===== src/rtl/core/iem_pkg.sv =====
package iem_pkg;

  localparam logic [1:0] ACT_BEGIN  = 2'd0;
  localparam logic [1:0] ACT_SUPPLY = 2'd1;
  localparam logic [1:0] ACT_TICK   = 2'd2;

  localparam logic [1:0] ST_OK    = 2'd0;
  localparam logic [1:0] ST_RANGE = 2'd1;
  localparam logic [1:0] ST_NACK  = 2'd2;

  localparam logic [7:0] CFG_DEVICE_ADDRESS    = 8'd0;
  localparam logic [7:0] CFG_PAGE_COUNT        = 8'd1;
  localparam logic [7:0] CFG_ACK_RETRY_LIMIT   = 8'd2;
  localparam logic [7:0] CFG_WRITE_WAIT_PHASES = 8'd3;

  typedef struct packed {
    logic [1:0]  action;
    logic        is_read;
    logic [15:0] start_address;
    logic [15:0] byte_count;
    logic [7:0]  write_byte;
    logic        sda_in;
  } in_item_t;

  typedef struct packed {
    logic       scl_out;
    logic       sda_out;
    logic       need_byte;
    logic [7:0] read_byte;
    logic       read_valid;
    logic       busy_res;
    logic       done_res;
    logic [1:0] status;
  } out_item_t;

  typedef struct packed {
    logic [7:0]  reg_index;
    logic [19:0] wdata;
  } cfg_item_t;

  typedef struct packed {
    logic [7:0]  device_address;
    logic [7:0]  ack_retry_limit;
    logic [19:0] write_wait_phases;
    logic [19:0] address_limit;
  } seq_cfg_t;

endpackage


===== src/rtl/core/iem_in_if.sv =====
interface iem_in_if;
  logic               valid;
  logic               ready;
  iem_pkg::in_item_t  data;

  modport source (output valid, output data, input ready);
  modport sink (input valid, input data, output ready);
endinterface


===== src/rtl/core/iem_out_if.sv =====
interface iem_out_if;
  logic               valid;
  logic               ready;
  iem_pkg::out_item_t data;

  modport source (output valid, output data, input ready);
  modport sink (input valid, input data, output ready);
endinterface


===== src/rtl/core/iem_cfg_if.sv =====
interface iem_cfg_if;
  logic               valid;
  logic               ready;
  iem_pkg::cfg_item_t data;

  modport source (output valid, output data, input ready);
  modport sink (input valid, input data, output ready);
endinterface


===== src/rtl/core/iem_seq.sv =====
module iem_seq #(
  parameter int PAGE_BYTES = 16
) (
  input  logic               clk,
  input  logic               rst_n,
  input  logic               accept,
  input  iem_pkg::in_item_t  item,
  input  iem_pkg::seq_cfg_t  cfg,
  output iem_pkg::out_item_t res
);

  typedef enum logic [4:0] {
    S_IDLE, S_START_W, S_DEV_W, S_DEV_W_ACK, S_ADDR, S_ADDR_ACK, S_DATA,
    S_DATA_ACK, S_STOP_PAGE, S_WAIT, S_START_R, S_DEV_R, S_DEV_R_ACK,
    S_RECV, S_MACK, S_STOP_END, S_STOP_FAIL
  } state_t;

  typedef enum logic [2:0] {
    K_IDLE, K_START, K_SEND, K_ACK, K_RECV, K_MACK, K_STOP, K_WAIT
  } kind_t;

  localparam logic [8:0]  PAGE_U = 9'(PAGE_BYTES);
  localparam logic [23:0] RECIP  = 24'((1 << 24) / PAGE_BYTES);

  function automatic kind_t kind_of(state_t s);
    kind_t k;
    case (s)
      S_START_W, S_START_R:                          k = K_START;
      S_DEV_W, S_ADDR, S_DATA, S_DEV_R:              k = K_SEND;
      S_DEV_W_ACK, S_ADDR_ACK, S_DATA_ACK, S_DEV_R_ACK: k = K_ACK;
      S_RECV:                                        k = K_RECV;
      S_MACK:                                        k = K_MACK;
      S_STOP_PAGE, S_STOP_END, S_STOP_FAIL:          k = K_STOP;
      S_WAIT:                                        k = K_WAIT;
      default:                                       k = K_IDLE;
    endcase
    return k;
  endfunction

  state_t      state_r, state_nxt;
  logic [1:0]  phase_r, phase_nxt;
  logic [2:0]  bit_r, bit_nxt;
  logic [7:0]  shift_r, shift_nxt;
  logic [15:0] addr_r, addr_nxt;
  logic [15:0] left_r, left_nxt;
  logic [8:0]  page_left_r, page_left_nxt;
  logic [7:0]  tries_r, tries_nxt;
  logic [19:0] wait_r, wait_nxt;
  logic        read_mode_r, read_mode_nxt;
  logic        held_r, held_nxt;

  // start-address remainder by page size, in two stages after a write begin: prod_r, then page_left_r
  logic        rem_v_r;
  logic [39:0] prod_r;
  logic        rem_go;
  logic [15:0] rem_q;
  logic [24:0] rem_qp;
  logic [24:0] rem_full;
  logic [9:0]  rem_est;
  logic [9:0]  rem_fix;
  logic [8:0]  rem_room;
  logic [8:0]  rem_page;

  logic        fin, eoi, apw, rvalid, scl, sda, need;
  logic [1:0]  fin_st;
  logic [7:0]  rbyte, recv_byte;
  logic [15:0] left_dec;
  logic [8:0]  page_dec;
  kind_t       k_cur, k_nxt;

  always_comb begin
    rem_q    = prod_r[39:24];
    rem_qp   = {9'd0, rem_q} * {16'd0, PAGE_U};
    rem_full = {9'd0, addr_r} - rem_qp;
    rem_est  = rem_full[9:0];
    rem_fix  = (rem_est >= {1'b0, PAGE_U}) ? rem_est - {1'b0, PAGE_U} : rem_est;
    rem_room = PAGE_U - rem_fix[8:0];
    rem_page = (left_r < {7'd0, rem_room}) ? left_r[8:0] : rem_room;
  end

  always_comb begin
    state_nxt     = state_r;
    phase_nxt     = phase_r;
    bit_nxt       = bit_r;
    shift_nxt     = shift_r;
    addr_nxt      = addr_r;
    left_nxt      = left_r;
    page_left_nxt = rem_v_r ? rem_page : page_left_r;
    tries_nxt     = tries_r;
    wait_nxt      = wait_r;
    read_mode_nxt = read_mode_r;
    held_nxt      = held_r;
    fin           = 1'b0;
    fin_st        = iem_pkg::ST_OK;
    eoi           = 1'b0;
    apw           = 1'b0;
    rvalid        = 1'b0;
    rbyte         = 8'd0;
    rem_go        = 1'b0;
    recv_byte     = {shift_r[6:0], item.sda_in};
    left_dec      = left_r - 16'd1;
    page_dec      = page_left_r - 9'd1;
    k_cur         = kind_of(state_r);

    if (accept) begin
      unique case (item.action)
        iem_pkg::ACT_BEGIN: begin
          if (state_r == S_IDLE) begin
            read_mode_nxt = item.is_read;
            tries_nxt     = 8'd0;
            held_nxt      = 1'b0;
            if ({4'd0, item.start_address} >= cfg.address_limit) begin
              fin    = 1'b1;
              fin_st = iem_pkg::ST_RANGE;
            end else if (item.byte_count == 16'd0) begin
              fin = 1'b1;
            end else begin
              addr_nxt  = item.start_address;
              left_nxt  = item.byte_count;
              state_nxt = S_START_W;
              phase_nxt = 2'd0;
              bit_nxt   = 3'd0;
              if (item.is_read) begin
                page_left_nxt = 9'd0;
              end else begin
                rem_go = 1'b1;
              end
            end
          end
        end
        iem_pkg::ACT_SUPPLY: begin
          if (state_r == S_DATA && !held_r) begin
            shift_nxt = item.write_byte;
            held_nxt  = 1'b1;
            phase_nxt = 2'd0;
            bit_nxt   = 3'd0;
          end
        end
        iem_pkg::ACT_TICK: begin
          unique case (k_cur)
            K_START, K_STOP, K_MACK: begin
              if (phase_r != 2'd3) phase_nxt = phase_r + 2'd1;
              else begin
                phase_nxt = 2'd0;
                eoi       = 1'b1;
              end
            end
            K_SEND: begin
              if (!(state_r == S_DATA && !held_r)) begin
                if (phase_r != 2'd3) phase_nxt = phase_r + 2'd1;
                else begin
                  phase_nxt = 2'd0;
                  if (bit_r != 3'd7) bit_nxt = bit_r + 3'd1;
                  else begin
                    bit_nxt   = 3'd0;
                    state_nxt = state_t'(state_r + 5'd1);
                    tries_nxt = 8'd0;
                  end
                end
              end
            end
            K_ACK: begin
              if (phase_r != 2'd3) phase_nxt = phase_r + 2'd1;
              else if (!item.sda_in) begin
                tries_nxt = 8'd0;
                phase_nxt = 2'd0;
                eoi       = 1'b1;
              end else if (tries_r >= cfg.ack_retry_limit) begin
                tries_nxt = 8'd0;
                phase_nxt = 2'd0;
                state_nxt = S_STOP_FAIL;
              end else begin
                tries_nxt = tries_r + 8'd1;
              end
            end
            K_RECV: begin
              if (phase_r != 2'd3) phase_nxt = phase_r + 2'd1;
              else begin
                shift_nxt = recv_byte;
                phase_nxt = 2'd0;
                if (bit_r != 3'd7) bit_nxt = bit_r + 3'd1;
                else begin
                  bit_nxt   = 3'd0;
                  rvalid    = 1'b1;
                  rbyte     = recv_byte;
                  state_nxt = S_MACK;
                end
              end
            end
            K_WAIT: begin
              if (wait_r > 20'd1) wait_nxt = wait_r - 20'd1;
              else begin
                wait_nxt = 20'd0;
                apw      = 1'b1;
              end
            end
            K_IDLE: state_nxt = S_IDLE;
          endcase
        end
        default: ;
      endcase
    end

    if (eoi) begin
      case (state_r)
        S_START_W: begin
          state_nxt = S_DEV_W;
          shift_nxt = cfg.device_address | {addr_r[14:8], 1'b0};
        end
        S_DEV_W_ACK: begin
          state_nxt = S_ADDR;
          shift_nxt = addr_r[7:0];
        end
        S_ADDR_ACK: begin
          if (read_mode_r) state_nxt = S_START_R;
          else begin
            state_nxt = S_DATA;
            held_nxt  = 1'b0;
          end
        end
        S_DATA_ACK: begin
          addr_nxt      = addr_r + 16'd1;
          left_nxt      = left_dec;
          page_left_nxt = page_dec;
          held_nxt      = 1'b0;
          state_nxt     = (page_dec == 9'd0 || left_dec == 16'd0) ? S_STOP_PAGE : S_DATA;
        end
        S_START_R: begin
          state_nxt = S_DEV_R;
          shift_nxt = cfg.device_address | {addr_r[14:8], 1'b1};
        end
        S_DEV_R_ACK: begin
          state_nxt = S_RECV;
          shift_nxt = 8'd0;
        end
        S_MACK: begin
          addr_nxt  = addr_r + 16'd1;
          left_nxt  = left_dec;
          state_nxt = (left_dec == 16'd0) ? S_STOP_END : S_RECV;
          shift_nxt = 8'd0;
        end
        S_STOP_PAGE: begin
          if (cfg.write_wait_phases == 20'd0) apw = 1'b1;
          else begin
            wait_nxt  = cfg.write_wait_phases;
            state_nxt = S_WAIT;
          end
        end
        S_STOP_END: fin = 1'b1;
        S_STOP_FAIL: begin
          fin    = 1'b1;
          fin_st = iem_pkg::ST_NACK;
        end
        default: state_nxt = S_IDLE;
      endcase
    end

    if (apw) begin
      if (left_r == 16'd0) fin = 1'b1;
      else begin
        page_left_nxt = (left_r < {7'd0, PAGE_U}) ? left_r[8:0] : PAGE_U;
        state_nxt     = S_START_W;
        phase_nxt     = 2'd0;
        bit_nxt       = 3'd0;
      end
    end

    if (fin) begin
      state_nxt = S_IDLE;
      phase_nxt = 2'd0;
      bit_nxt   = 3'd0;
      held_nxt  = 1'b0;
      tries_nxt = 8'd0;
    end
  end

  // bus drive for the phase the sequencer moves into
  always_comb begin
    k_nxt = kind_of(state_nxt);
    scl   = 1'b1;
    sda   = 1'b1;
    need  = 1'b0;
    unique case (k_nxt)
      K_START: begin
        scl = (phase_nxt == 2'd1 || phase_nxt == 2'd2);
        sda = (phase_nxt <= 2'd1);
      end
      K_SEND: begin
        if (state_nxt == S_DATA && !held_nxt) begin
          scl  = 1'b0;
          need = 1'b1;
        end else begin
          scl = (phase_nxt >= 2'd2);
          sda = shift_nxt[~bit_nxt];
        end
      end
      K_ACK, K_RECV: scl = (phase_nxt >= 2'd2);
      K_MACK: begin
        scl = (phase_nxt >= 2'd2);
        sda = (left_nxt <= 16'd1);
      end
      K_STOP: begin
        scl = (phase_nxt >= 2'd1);
        sda = (phase_nxt >= 2'd2);
      end
      K_WAIT, K_IDLE: ;
    endcase

    res.scl_out    = scl;
    res.sda_out    = sda;
    res.need_byte  = need;
    res.read_byte  = rbyte;
    res.read_valid = rvalid;
    res.busy_res   = (state_nxt != S_IDLE);
    res.done_res   = fin;
    res.status     = fin_st;
  end

  always_ff @(posedge clk) begin
    if (!rst_n) begin
      state_r     <= S_IDLE;
      phase_r     <= 2'd0;
      bit_r       <= 3'd0;
      shift_r     <= 8'd0;
      addr_r      <= 16'd0;
      left_r      <= 16'd0;
      page_left_r <= 9'd0;
      tries_r     <= 8'd0;
      wait_r      <= 20'd0;
      read_mode_r <= 1'b0;
      held_r      <= 1'b0;
      rem_v_r     <= 1'b0;
    end else begin
      state_r     <= state_nxt;
      phase_r     <= phase_nxt;
      bit_r       <= bit_nxt;
      shift_r     <= shift_nxt;
      addr_r      <= addr_nxt;
      left_r      <= left_nxt;
      page_left_r <= page_left_nxt;
      tries_r     <= tries_nxt;
      wait_r      <= wait_nxt;
      read_mode_r <= read_mode_nxt;
      held_r      <= held_nxt;
      rem_v_r     <= rem_go;
    end
  end

  always_ff @(posedge clk) begin
    if (rem_go) prod_r <= {24'd0, item.start_address} * {16'd0, RECIP};
  end

endmodule


===== src/rtl/core/i2c_eeprom_master_core.sv =====
// Each accepted input beat's result beat is registered and offered in the following cycle.
// Throughput: one item per cycle while the result sink keeps up; the bus sequencer steps once per beat.
// Input ready drops only while a result beat waits and the sink stalls.
// Reset (rst_n, synchronous, active low): sequencer idle, bus released,
// configuration at defaults; no clearing pass.
module i2c_eeprom_master_core #(
  parameter int PAGE_BYTES = 16
) (
  input  logic        clk,
  input  logic        rst_n,
  iem_in_if.sink      in_bus,
  iem_out_if.source   out_bus,
  iem_cfg_if.sink     cfg_bus
);

  logic [7:0]  dev_addr_r;
  logic [7:0]  retry_r;
  logic [19:0] wait_phases_r;
  logic [19:0] limit_r;

  logic               out_valid_r;
  iem_pkg::out_item_t out_data_r;
  iem_pkg::out_item_t res;
  iem_pkg::seq_cfg_t  seq_cfg;
  logic               in_accept;

  assign cfg_bus.ready = 1'b1;
  assign in_bus.ready  = !out_valid_r || out_bus.ready;
  assign in_accept     = in_bus.valid && in_bus.ready;
  assign out_bus.valid = out_valid_r;
  assign out_bus.data  = out_data_r;

  assign seq_cfg.device_address    = dev_addr_r;
  assign seq_cfg.ack_retry_limit   = retry_r;
  assign seq_cfg.write_wait_phases = wait_phases_r;
  assign seq_cfg.address_limit     = limit_r;

  always_ff @(posedge clk) begin
    if (!rst_n) begin
      dev_addr_r    <= 8'd160;
      retry_r       <= 8'd10;
      wait_phases_r <= 20'd1333;
      limit_r       <= 20'(128 * PAGE_BYTES);
    end else if (cfg_bus.valid) begin
      case (cfg_bus.data.reg_index)
        iem_pkg::CFG_DEVICE_ADDRESS:    dev_addr_r <= cfg_bus.data.wdata[7:0];
        iem_pkg::CFG_PAGE_COUNT:
          limit_r <= {8'd0, cfg_bus.data.wdata[11:0]} * 20'(PAGE_BYTES);
        iem_pkg::CFG_ACK_RETRY_LIMIT:   retry_r <= cfg_bus.data.wdata[7:0];
        iem_pkg::CFG_WRITE_WAIT_PHASES: wait_phases_r <= cfg_bus.data.wdata;
        default: ;
      endcase
    end
  end

  iem_seq #(
    .PAGE_BYTES(PAGE_BYTES)
  ) u_seq (
    .clk    (clk),
    .rst_n  (rst_n),
    .accept (in_accept),
    .item   (in_bus.data),
    .cfg    (seq_cfg),
    .res    (res)
  );

  always_ff @(posedge clk) begin
    if (!rst_n) begin
      out_valid_r <= 1'b0;
    end else if (in_accept) begin
      out_valid_r <= 1'b1;
    end else if (out_bus.ready) begin
      out_valid_r <= 1'b0;
    end
  end

  always_ff @(posedge clk) begin
    if (in_accept) out_data_r <= res;
  end

  a_done_idle: assert property (@(posedge clk) disable iff (!rst_n)
    out_valid_r && out_data_r.done_res |-> !out_data_r.busy_res)
    else $error("done beat reports busy");

  a_status_done: assert property (@(posedge clk) disable iff (!rst_n)
    out_valid_r && out_data_r.status != iem_pkg::ST_OK |-> out_data_r.done_res)
    else $error("error status without done");

  a_read_busy: assert property (@(posedge clk) disable iff (!rst_n)
    out_valid_r && out_data_r.read_valid |-> out_data_r.busy_res && !out_data_r.done_res)
    else $error("read byte outside a transfer");

  a_need_hold: assert property (@(posedge clk) disable iff (!rst_n)
    out_valid_r && out_data_r.need_byte |-> !out_data_r.scl_out && out_data_r.sda_out)
    else $error("bus not held while waiting for write data");

endmodule

===== src/flat_wrapper.sv =====
// flat-port wrapper written by rule: the top's interface ports become plain ports
module i2c_eeprom_master_core_flat 
#(
  parameter int PAGE_BYTES = 16
)
  (clk, rst_n, in_bus_valid, in_bus_data, in_bus_ready, out_bus_valid, out_bus_data, out_bus_ready, cfg_bus_valid, cfg_bus_data, cfg_bus_ready);
  iem_in_if in_bus_i ();
  iem_out_if out_bus_i ();
  iem_cfg_if cfg_bus_i ();
  input  logic clk;
  input  logic rst_n;
  input wire logic [$bits(in_bus_i.valid)-1:0] in_bus_valid;
  input wire logic [$bits(in_bus_i.data)-1:0] in_bus_data;
  output wire logic [$bits(in_bus_i.ready)-1:0] in_bus_ready;
  output wire logic [$bits(out_bus_i.valid)-1:0] out_bus_valid;
  output wire logic [$bits(out_bus_i.data)-1:0] out_bus_data;
  input wire logic [$bits(out_bus_i.ready)-1:0] out_bus_ready;
  input wire logic [$bits(cfg_bus_i.valid)-1:0] cfg_bus_valid;
  input wire logic [$bits(cfg_bus_i.data)-1:0] cfg_bus_data;
  output wire logic [$bits(cfg_bus_i.ready)-1:0] cfg_bus_ready;
  assign in_bus_i.valid = in_bus_valid;
  assign in_bus_i.data = in_bus_data;
  assign in_bus_ready = in_bus_i.ready;
  assign out_bus_valid = out_bus_i.valid;
  assign out_bus_data = out_bus_i.data;
  assign out_bus_i.ready = out_bus_ready;
  assign cfg_bus_i.valid = cfg_bus_valid;
  assign cfg_bus_i.data = cfg_bus_data;
  assign cfg_bus_ready = cfg_bus_i.ready;
  i2c_eeprom_master_core #(.PAGE_BYTES(PAGE_BYTES)) u_core (.clk(clk), .rst_n(rst_n), .in_bus(in_bus_i), .out_bus(out_bus_i), .cfg_bus(cfg_bus_i));
endmodule

===== config.mk =====
export PLATFORM = sky130hd
export DESIGN_NAME = i2c_eeprom_master_core_flat
export DESIGN_NICKNAME = d
export VERILOG_FILES = /design/src/rtl/core/iem_pkg.sv /design/src/rtl/core/iem_in_if.sv /design/src/rtl/core/iem_out_if.sv /design/src/rtl/core/iem_cfg_if.sv /design/src/rtl/core/iem_seq.sv /design/src/rtl/core/i2c_eeprom_master_core.sv /design/src/flat_wrapper.sv
export SDC_FILE = /design/constraint.sdc
export NUM_CORES = 1
export LEC_CHECK = 0
export ABC_AREA = 1
export BUFFER_PORTS_ARGS = -buffer_cell sky130_fd_sc_hd__clkbuf_2
export CORE_MARGIN = 2
export CORE_UTILIZATION = 45
export DETAILED_ROUTE_END_ITERATION = 16
export PLACE_DENSITY = 0.71
export REMOVE_ABC_BUFFERS = 1
export SKIP_CTS_REPAIR_TIMING = 1
export SLEW_MARGIN = 20
export SYNTH_ARGS = -nofsm -noshare
export SYNTH_HDL_FRONTEND = slang
export SYNTH_SLANG_ARGS = --single-unit

===== constraint.sdc =====
create_clock -name clk -period 7.07 [get_ports clk]
set_input_delay 0.707 -clock clk [delete_from_list [all_inputs] [get_ports clk]]
set_output_delay 0.707 -clock clk [all_outputs]
set_load 0.01 [all_outputs]

# Word-level counts from Yosys, hierarchy flattened
# Memory sizes are Yosys's and may differ from the RTL's. A register that Yosys moved wholly into a read port is not among the register bits.
# Index checks and enable logic that the tools add are counted.
totals:
  regBits: 165
  romBits: 192
  in_bits: 77
  output_inout_bits: 19
  word_cells: 286
  mem_count: 2
classes:
  n_addsub: 11
  order_cmp: 11
  n_eq_ne: 40
  n_mux: 154
  n_bitwise: 6
  reduce_logical: 36
mem_list:
  columns: ["memory", "words", "word_bits", "rd", "rd_ports_with_merged_regs", "write_ports", "line_no", "rtl"]
  rows:
  - ["(no name shown)", 32, 3, 1, 0, 0, "iem_seq.sv:27", "case (s)"]
  - ["(no name shown)", 32, 3, 1, 1, 0, "iem_seq.sv:27", null]
ops:
  columns: ["operator", "n"]
  rows:
  - ["$mux 16", 14]
  - ["$mux 20", 7]
  - ["$mux 9", 14]
  - ["$mux 8", 12]
  - ["$mux 5", 18]
  - ["$logic_not 16->1", 3]
  - ["$pmux 8 s2", 3]
  - ["$pmux 5 s9", 1]
  - ["$mux 1", 43]
  - ["$mux 3", 11]
  - ["$mux 2", 16]
  - ["$pmux 8 s4", 1]
  - ["$eq 5x4->1 const B", 5]
  - ["$eq 3x3->1 const B", 7]
  - ["$eq 5x3->1 const B", 4]
  - ["$gt 20x1->1 const B", 1]
  - ["$logic_not 20->1", 1]
  - ["$pmux 5 s4", 1]
  - ["$sub 20x1->20 const B", 1]
  - ["$add 16x1->16 const B", 1]
  - ["$eq 8x2->1 const B", 2]
  - ["$ge 16x16->1", 1]
  - ["$le 16x1->1 const B", 1]
  - ["$lt 16x5->1 const B", 1]
  - ["other kinds (54)", 89]

# Depth between registers and ports, before layout
depth:
  word_depth: 17
  depth_mapped: 32
  ltp_nobuf: 32

# By module
# Synthesis repeated with hierarchy kept, for this count alone.
hier_totals:
  cells_unflattened: 1883
  area_unflattened_um2: 12174.2
modules_own_cells:
  columns: ["module", "instances", "cells_per_inst", "area_per_inst_um2", "seq_area_each_um2"]
  rows:
  - ["iem_seq", 1, 1569, 9610.5, 2021.9]
  - ["i2c_eeprom_master_core", 1, 314, 2563.7, 1461.4]

# Worst setup path before layout
# Ideal clock, no wire load.
synth_path:
  path_kind: "reg-to-reg"
  startpoint: "reg u_core.u_seq.addr_r[4]"
  endpoint: "reg u_core.u_seq.page_left_r[1]"
  setup_ns: 0.124
  t_arrival_ns: 3.656
  required_ns: 6.946
  setup_slack_ns: 3.291
  path_stages_with_launch: 22
  n_path_buf: 1
  period_less_slack_ns: 3.779
  cell_sequence: "dfxtp_1 -> inv_1 -> ha_1 -> fa_1 -> ha_1 -> nand3_1 -> nor2_1 -> nand3_1 -> xor2_1 -> nand2_1 -> nand3_1 -> xor2_1 -> ha_1 -> a21oi_1 -> o21ai_0 -> o21ai_0 -> nand2_1 -> clkbuf_1 -> o21ai_0 -> o21ai_0 -> a21oi_1 -> o22ai_1"
synth_via:
  elab_chain_len: 17
  word_cells_on_any_way: 18
  classes_between: "add/sub (3); order compare (2); mux (13)"
synth_rtl:
  columns: ["item", "line_no", "rtl"]
  rows:
  - ["start, declared", "iem_seq.sv:44", "logic [15:0] addr_r, addr_nxt;"]
  - ["start signal, assigned", "iem_seq.sv:338", "addr_r <= addr_nxt;"]
  - ["$sub 10x10->10 (*)", "iem_seq.sv:74", "rem_full = {9'd0, addr_r} - rem_qp;"]
  - ["$sub 9x5->9 / $ge 10x5->1 (equally long branches)", "iem_seq.sv:76", "rem_fix = (rem_est >= {1'b0, PAGE_U}) ? rem_est - {1'b0, PAGE_U} : rem_est;"]
  - ["$mux 9 (*)", "iem_seq.sv:76", null]
  - ["$sub 5x9->9 (*)", "iem_seq.sv:77", "rem_room = PAGE_U - rem_fix[8:0];"]
  - ["$lt 16x9->1", "iem_seq.sv:78", "rem_page = (left_r < {7'd0, rem_room}) ? left_r[8:0] : rem_room;"]
  - ["$mux 9 (*)", "iem_seq.sv:78", null]
  - ["$mux 9 (*)", "iem_seq.sv:88", "page_left_nxt = rem_v_r ? rem_page : page_left_r;"]
  - ["$mux 9", "iem_seq.sv:123", "if (item.is_read) begin"]
  - ["$mux 9", "iem_seq.sv:115", "end else if (item.byte_count == 16'd0) begin"]
  - ["$mux 9", "iem_seq.sv:112", "if ({4'd0, item.start_address} >= cfg.address_limit) begin"]
  - ["$mux 9", "iem_seq.sv:108", "if (state_r == S_IDLE) begin"]
  - ["$mux 9", "iem_seq.sv:106", "unique case (item.action)"]
  - ["$mux 9 (*)", "iem_seq.sv:105", "if (accept) begin"]
  - ["$mux 9", "iem_seq.sv:205", "case (state_r)"]
  - ["$mux 9 (*)", "iem_seq.sv:204", "if (eoi) begin"]
  - ["$mux 9", "iem_seq.sv:259", "if (left_r == 16'd0) fin = 1'b1;"]
  - ["$mux 9 (*)", "iem_seq.sv:258", "if (apw) begin"]
  - ["end signal, assigned", "iem_seq.sv:340", "page_left_r <= page_left_nxt;"]
  - ["end, declared", "iem_seq.sv:46", "logic [8:0] page_left_r, page_left_nxt;"]
# Every way passes the cells marked *; elsewhere a longest branch is shown, timed or not.
# A chain may end at the register's enable or synchronous reset.

# Final worst setup path
layout_path:
  startpoint: "reg u_core.u_seq.addr_r[4]"
  endpoint: "reg u_core.u_seq.page_left_r[2]"
# Same word-level chain as after synthesis.

==> results.json <==
{
  "cts-root-buf": "clkbuf_16",
  "p_leak_nw": 6.04,
  "synthXorXnorAreaFrac_pct": 2.65,
  "synth_edf_count": 22,
  "cts_buffers": 17,
  "required_ns": 7.39,
  "drt-total-wl_mm": 32.7,
  "post_synth_inst_count": 1744,
  "power_frac_comb_pct": 13.6,
  "clk_path_buf_depth": 2,
  "status": "finished clean",
  "layoutNonFillerInstCount": 2160,
  "p_seq_share_pct": 43.4,
  "synth.most_common_cell": "nand2_1",
  "ioPinCount": 96,
  "placed_area_mm2": 0.0123,
  "sw_frac_of_total_pct": 28.9,
  "die_width_um": 164,
  "yosys.area.top_type_share_pct": 24.4,
  "synth-simple-area-share_pct": 31.2,
  "endpoint_kind": "register",
  "hp-class": "in -> reg",
  "ant_nets": 0,
  "grt_pass1_vias": 10800,
  "via_per_inst": 5.38,
  "post-place-ws_ns": 2.73,
  "critPathKind": "reg -> reg",
  "ys.flop_type": "dfxtp_1",
  "setup_ws_ns": 2.68,
  "timing.max_slew.rel_slack_pct": 32.3,
  "fin_crit_sh_pct": 62.1,
  "arrival_ns": 4.70,
  "grt_setup_unrepaired": "false",
  "diodes": 0,
  "dp.cells": 2128,
  "vdd_drop_max_uv": 129,
  "antenna_found_initial": 0,
  "die-area_mm2": 0.0270,
  "fin_crit_ns": 4.39,
  "start_util_pct": 45.9,
  "yosys_register_bits": 163,
  "grt.overflow.total": 0,
  "p_int_w": 0.00158,
  "finClkSkew_ns": 0.0162,
  "synthDistinctLibCells": 62,
  "worstMarginPinSlew_ns": 1.01,
  "grt_first_pass_wirelength_mm": 53.3,
  "synth_mux_area_share_pct": 0,
  "synth_adder_area_share_pct": 7.22,
  "power.density_mw_per_mm2": 173,
  "critPathLaunchType": "register",
  "setup_tns_ns": 0,
  "yosysSeqAreaShare_pct": 30.2,
  "clk_pin_slew_ns": 0.07,
  "synthToLayoutAreaGrowth_pct": 11.5,
  "cts.sinks": 163,
  "synth_area_leaders": "dfxtp_1, nand2_1, inv_1",
  "drive_gt1_share_pct": 11.9,
  "grtUsageTotal_pct": 24.8,
  "layout.nets": 1960,
  "synth_top_family_by_area": "simple AND/OR/NAND/NOR gates",
  "syn_avg_cell_area_um2": 6.62,
  "hpwl_mm": 25.2,
  "switching_power_w": 0.000643,
  "grt_max_degree": 74,
  "max_cap_violations": 0,
  "max_freq_mhz": 228,
  "hold_viol_final": 0,
  "setup_viol": 0,
  "yosysWarnings": 0,
  "clock_latency_ns": 0.44,
  "synth_area_leader_cell": "dfxtp_1",
  "synth_commonest_cells": "nand2_1, inv_1, nor2_1",
  "drtIter0Drc": 971,
  "port_buffers": 94,
  "dr_total_vias": 11600,
  "post_drt_wl_per_cell_um": 15.1,
  "place_congestion": 0.942,
  "clockPowerShare_pct": 43.0,
  "drt_pass1_iterations": 6,
  "cts-htree-levels": 4,
  "syn_area_mm2": 0.0115,
  "synth-compound-area-share_pct": 18.2,
  "cts_tree": "yes",
  "stdcell_area_mm2": 0.0129,
  "core_mm2": 0.0252,
  "drcViolationCount": 0,
  "fin_util_pct": 51.1,
  "drv_slew": 0,
  "rows": 58,
  "cp_max_fo": 14,
  "die_h_um": 164,
  "async_flop_share_pct": 0
}
[kinds of logic after synthesis]
logic type / Yosys count
other: 1
AND/OR/NAND/NOR: 790
adder cells (fa/ha/maj): 66
AO/OA/AOI/OAI: 371
flip-flops: 163
buffers and inverters: 318
XOR/XNOR: 35
[worst max-delay path: stages, from the launching register on]
cell	delay [ns]
dfxtp_1	0.33
inv_1	0.10
ha_1	0.25
fa_1	0.56
ha_1	0.20
nand3_1	0.10
nor2_1	0.14
nand3_1	0.20
xor2_1	0.28
nand2_1	0.14
nand3_1	0.11
xor2_1	0.22
ha_1	0.29
a21oi_1	0.14
o21ai_0	0.09
o21ai_0	0.16
nand2_1	0.27
inv_1	0.24
nand2_1	0.07
a22oi_1	0.17
o22ai_1	0.10
nand2_1	0.07
o21ai_0	0.07
[state kept, by name, summed over array words and instances, names as in the netlist, 9 cells and up]
name,count
u_core.u_seq.wait_r,20
u_core.wait_phases_r,20
u_core.out_bus.data,16
u_core.u_seq.left_r,16
u_core.u_seq.addr_r,15
u_core.limit_r,12
u_core.u_seq.page_left_r,9
[power by group through the flow]
| stage | combinational (W) | sequential, W | clock, W |
|---|---|---|---|
| global placement | 0.000294 | 0.000986 | 0 |
| global route | 0.000339 | 0.000967 | 0.00101 |
| CTS | 0.000299 | 0.000965 | 0.000966 |
| detailed placement | 0.000297 | 0.000986 | 0 |
| floorplan | 0.000197 | 0.000986 | 0 |
| finish | 0.000301 | 0.000965 | 0.000956 |
[metal layers]
| metal | GRT usage (%) | up-vias | wire length, µm |
|---|---|---|---|
| met5 | 0 | - | 0 |
| met4 | 8.81 | 0 | 951 |
| met3 | 3.08 | 67 | 2000 |
| met2 | 41.0 | 403 | 14700 |
| met1 | 33.2 | 5280 | 15000 |
| li1 | - | 5880 | - |
[layout by cell type, fill, tap and decap left out, types with 4 or more instances in the layout]
master       n
nand4_1     22
o21ai_1     12
xnor2_1     10
clkbuf_2    94
nor2_4       8
o21ai_0    151
nor3_1      26
nor2_2      15
nand2_2     14
xor2_1      25
nand3_1    103
edfxtp_1    22
clkbuf_16   18
nor2_1     213
a211oi_1     4
o211ai_1    43
inv_6        4
clkinv_4     4
inv_1      255
nand2_1    344
nand2_4      6
nor3b_1      4
dfxtp_1    141
or2_2        6
a21oi_1    111
a22oi_1      6
o22ai_1     12
ha_1        65
buf_4        4
inv_2       16
a31oi_1      8
nand3_2      5
nor4_1       7
[metrics by stage]
step	hold WS, ns	power [W]
5_1_grt	0.455	0.00231
2_1_floorplan	0.433	0.00118
4_1_cts	0.452	0.00223
3_5_place_dp	0.457	0.00128
3_3_place_gp	0.447	0.00128
6_report	0.458	0.00222
[worst paths after layout]
path,from,end,slack (ns),cells after the start
worst min register to register,u_core.limit_r[10]$_SDFFE_PN0P_,u_core.limit_r[10]$_SDFFE_PN0P_,0.46,2
worst max-delay path,u_core.u_seq.addr_r[4]$_SDFF_PN0_,u_core.u_seq.page_left_r[2]$_SDFF_PN0_,2.68,22
worst min-delay path,in_bus_data[29],u_core.u_seq.prod_r[24]$_DFFE_PP_,0.46,1
worst max register to register,u_core.u_seq.addr_r[4]$_SDFF_PN0_,u_core.u_seq.page_left_r[2]$_SDFF_PN0_,2.68,22
[area by class of cell]
type                            count  area, µm²
Tap cell                          330        413
Clock buffer                       19        464
Fill cell                        2527      12300
Inverter                          274       1030
Multi-Input combinational cell   1263       6840
Sequential cell                   163       3480
Timing Repair Buffer               98        500
Clock inverter                     13        135
Note: power is estimated with default switching activity, not from simulation.
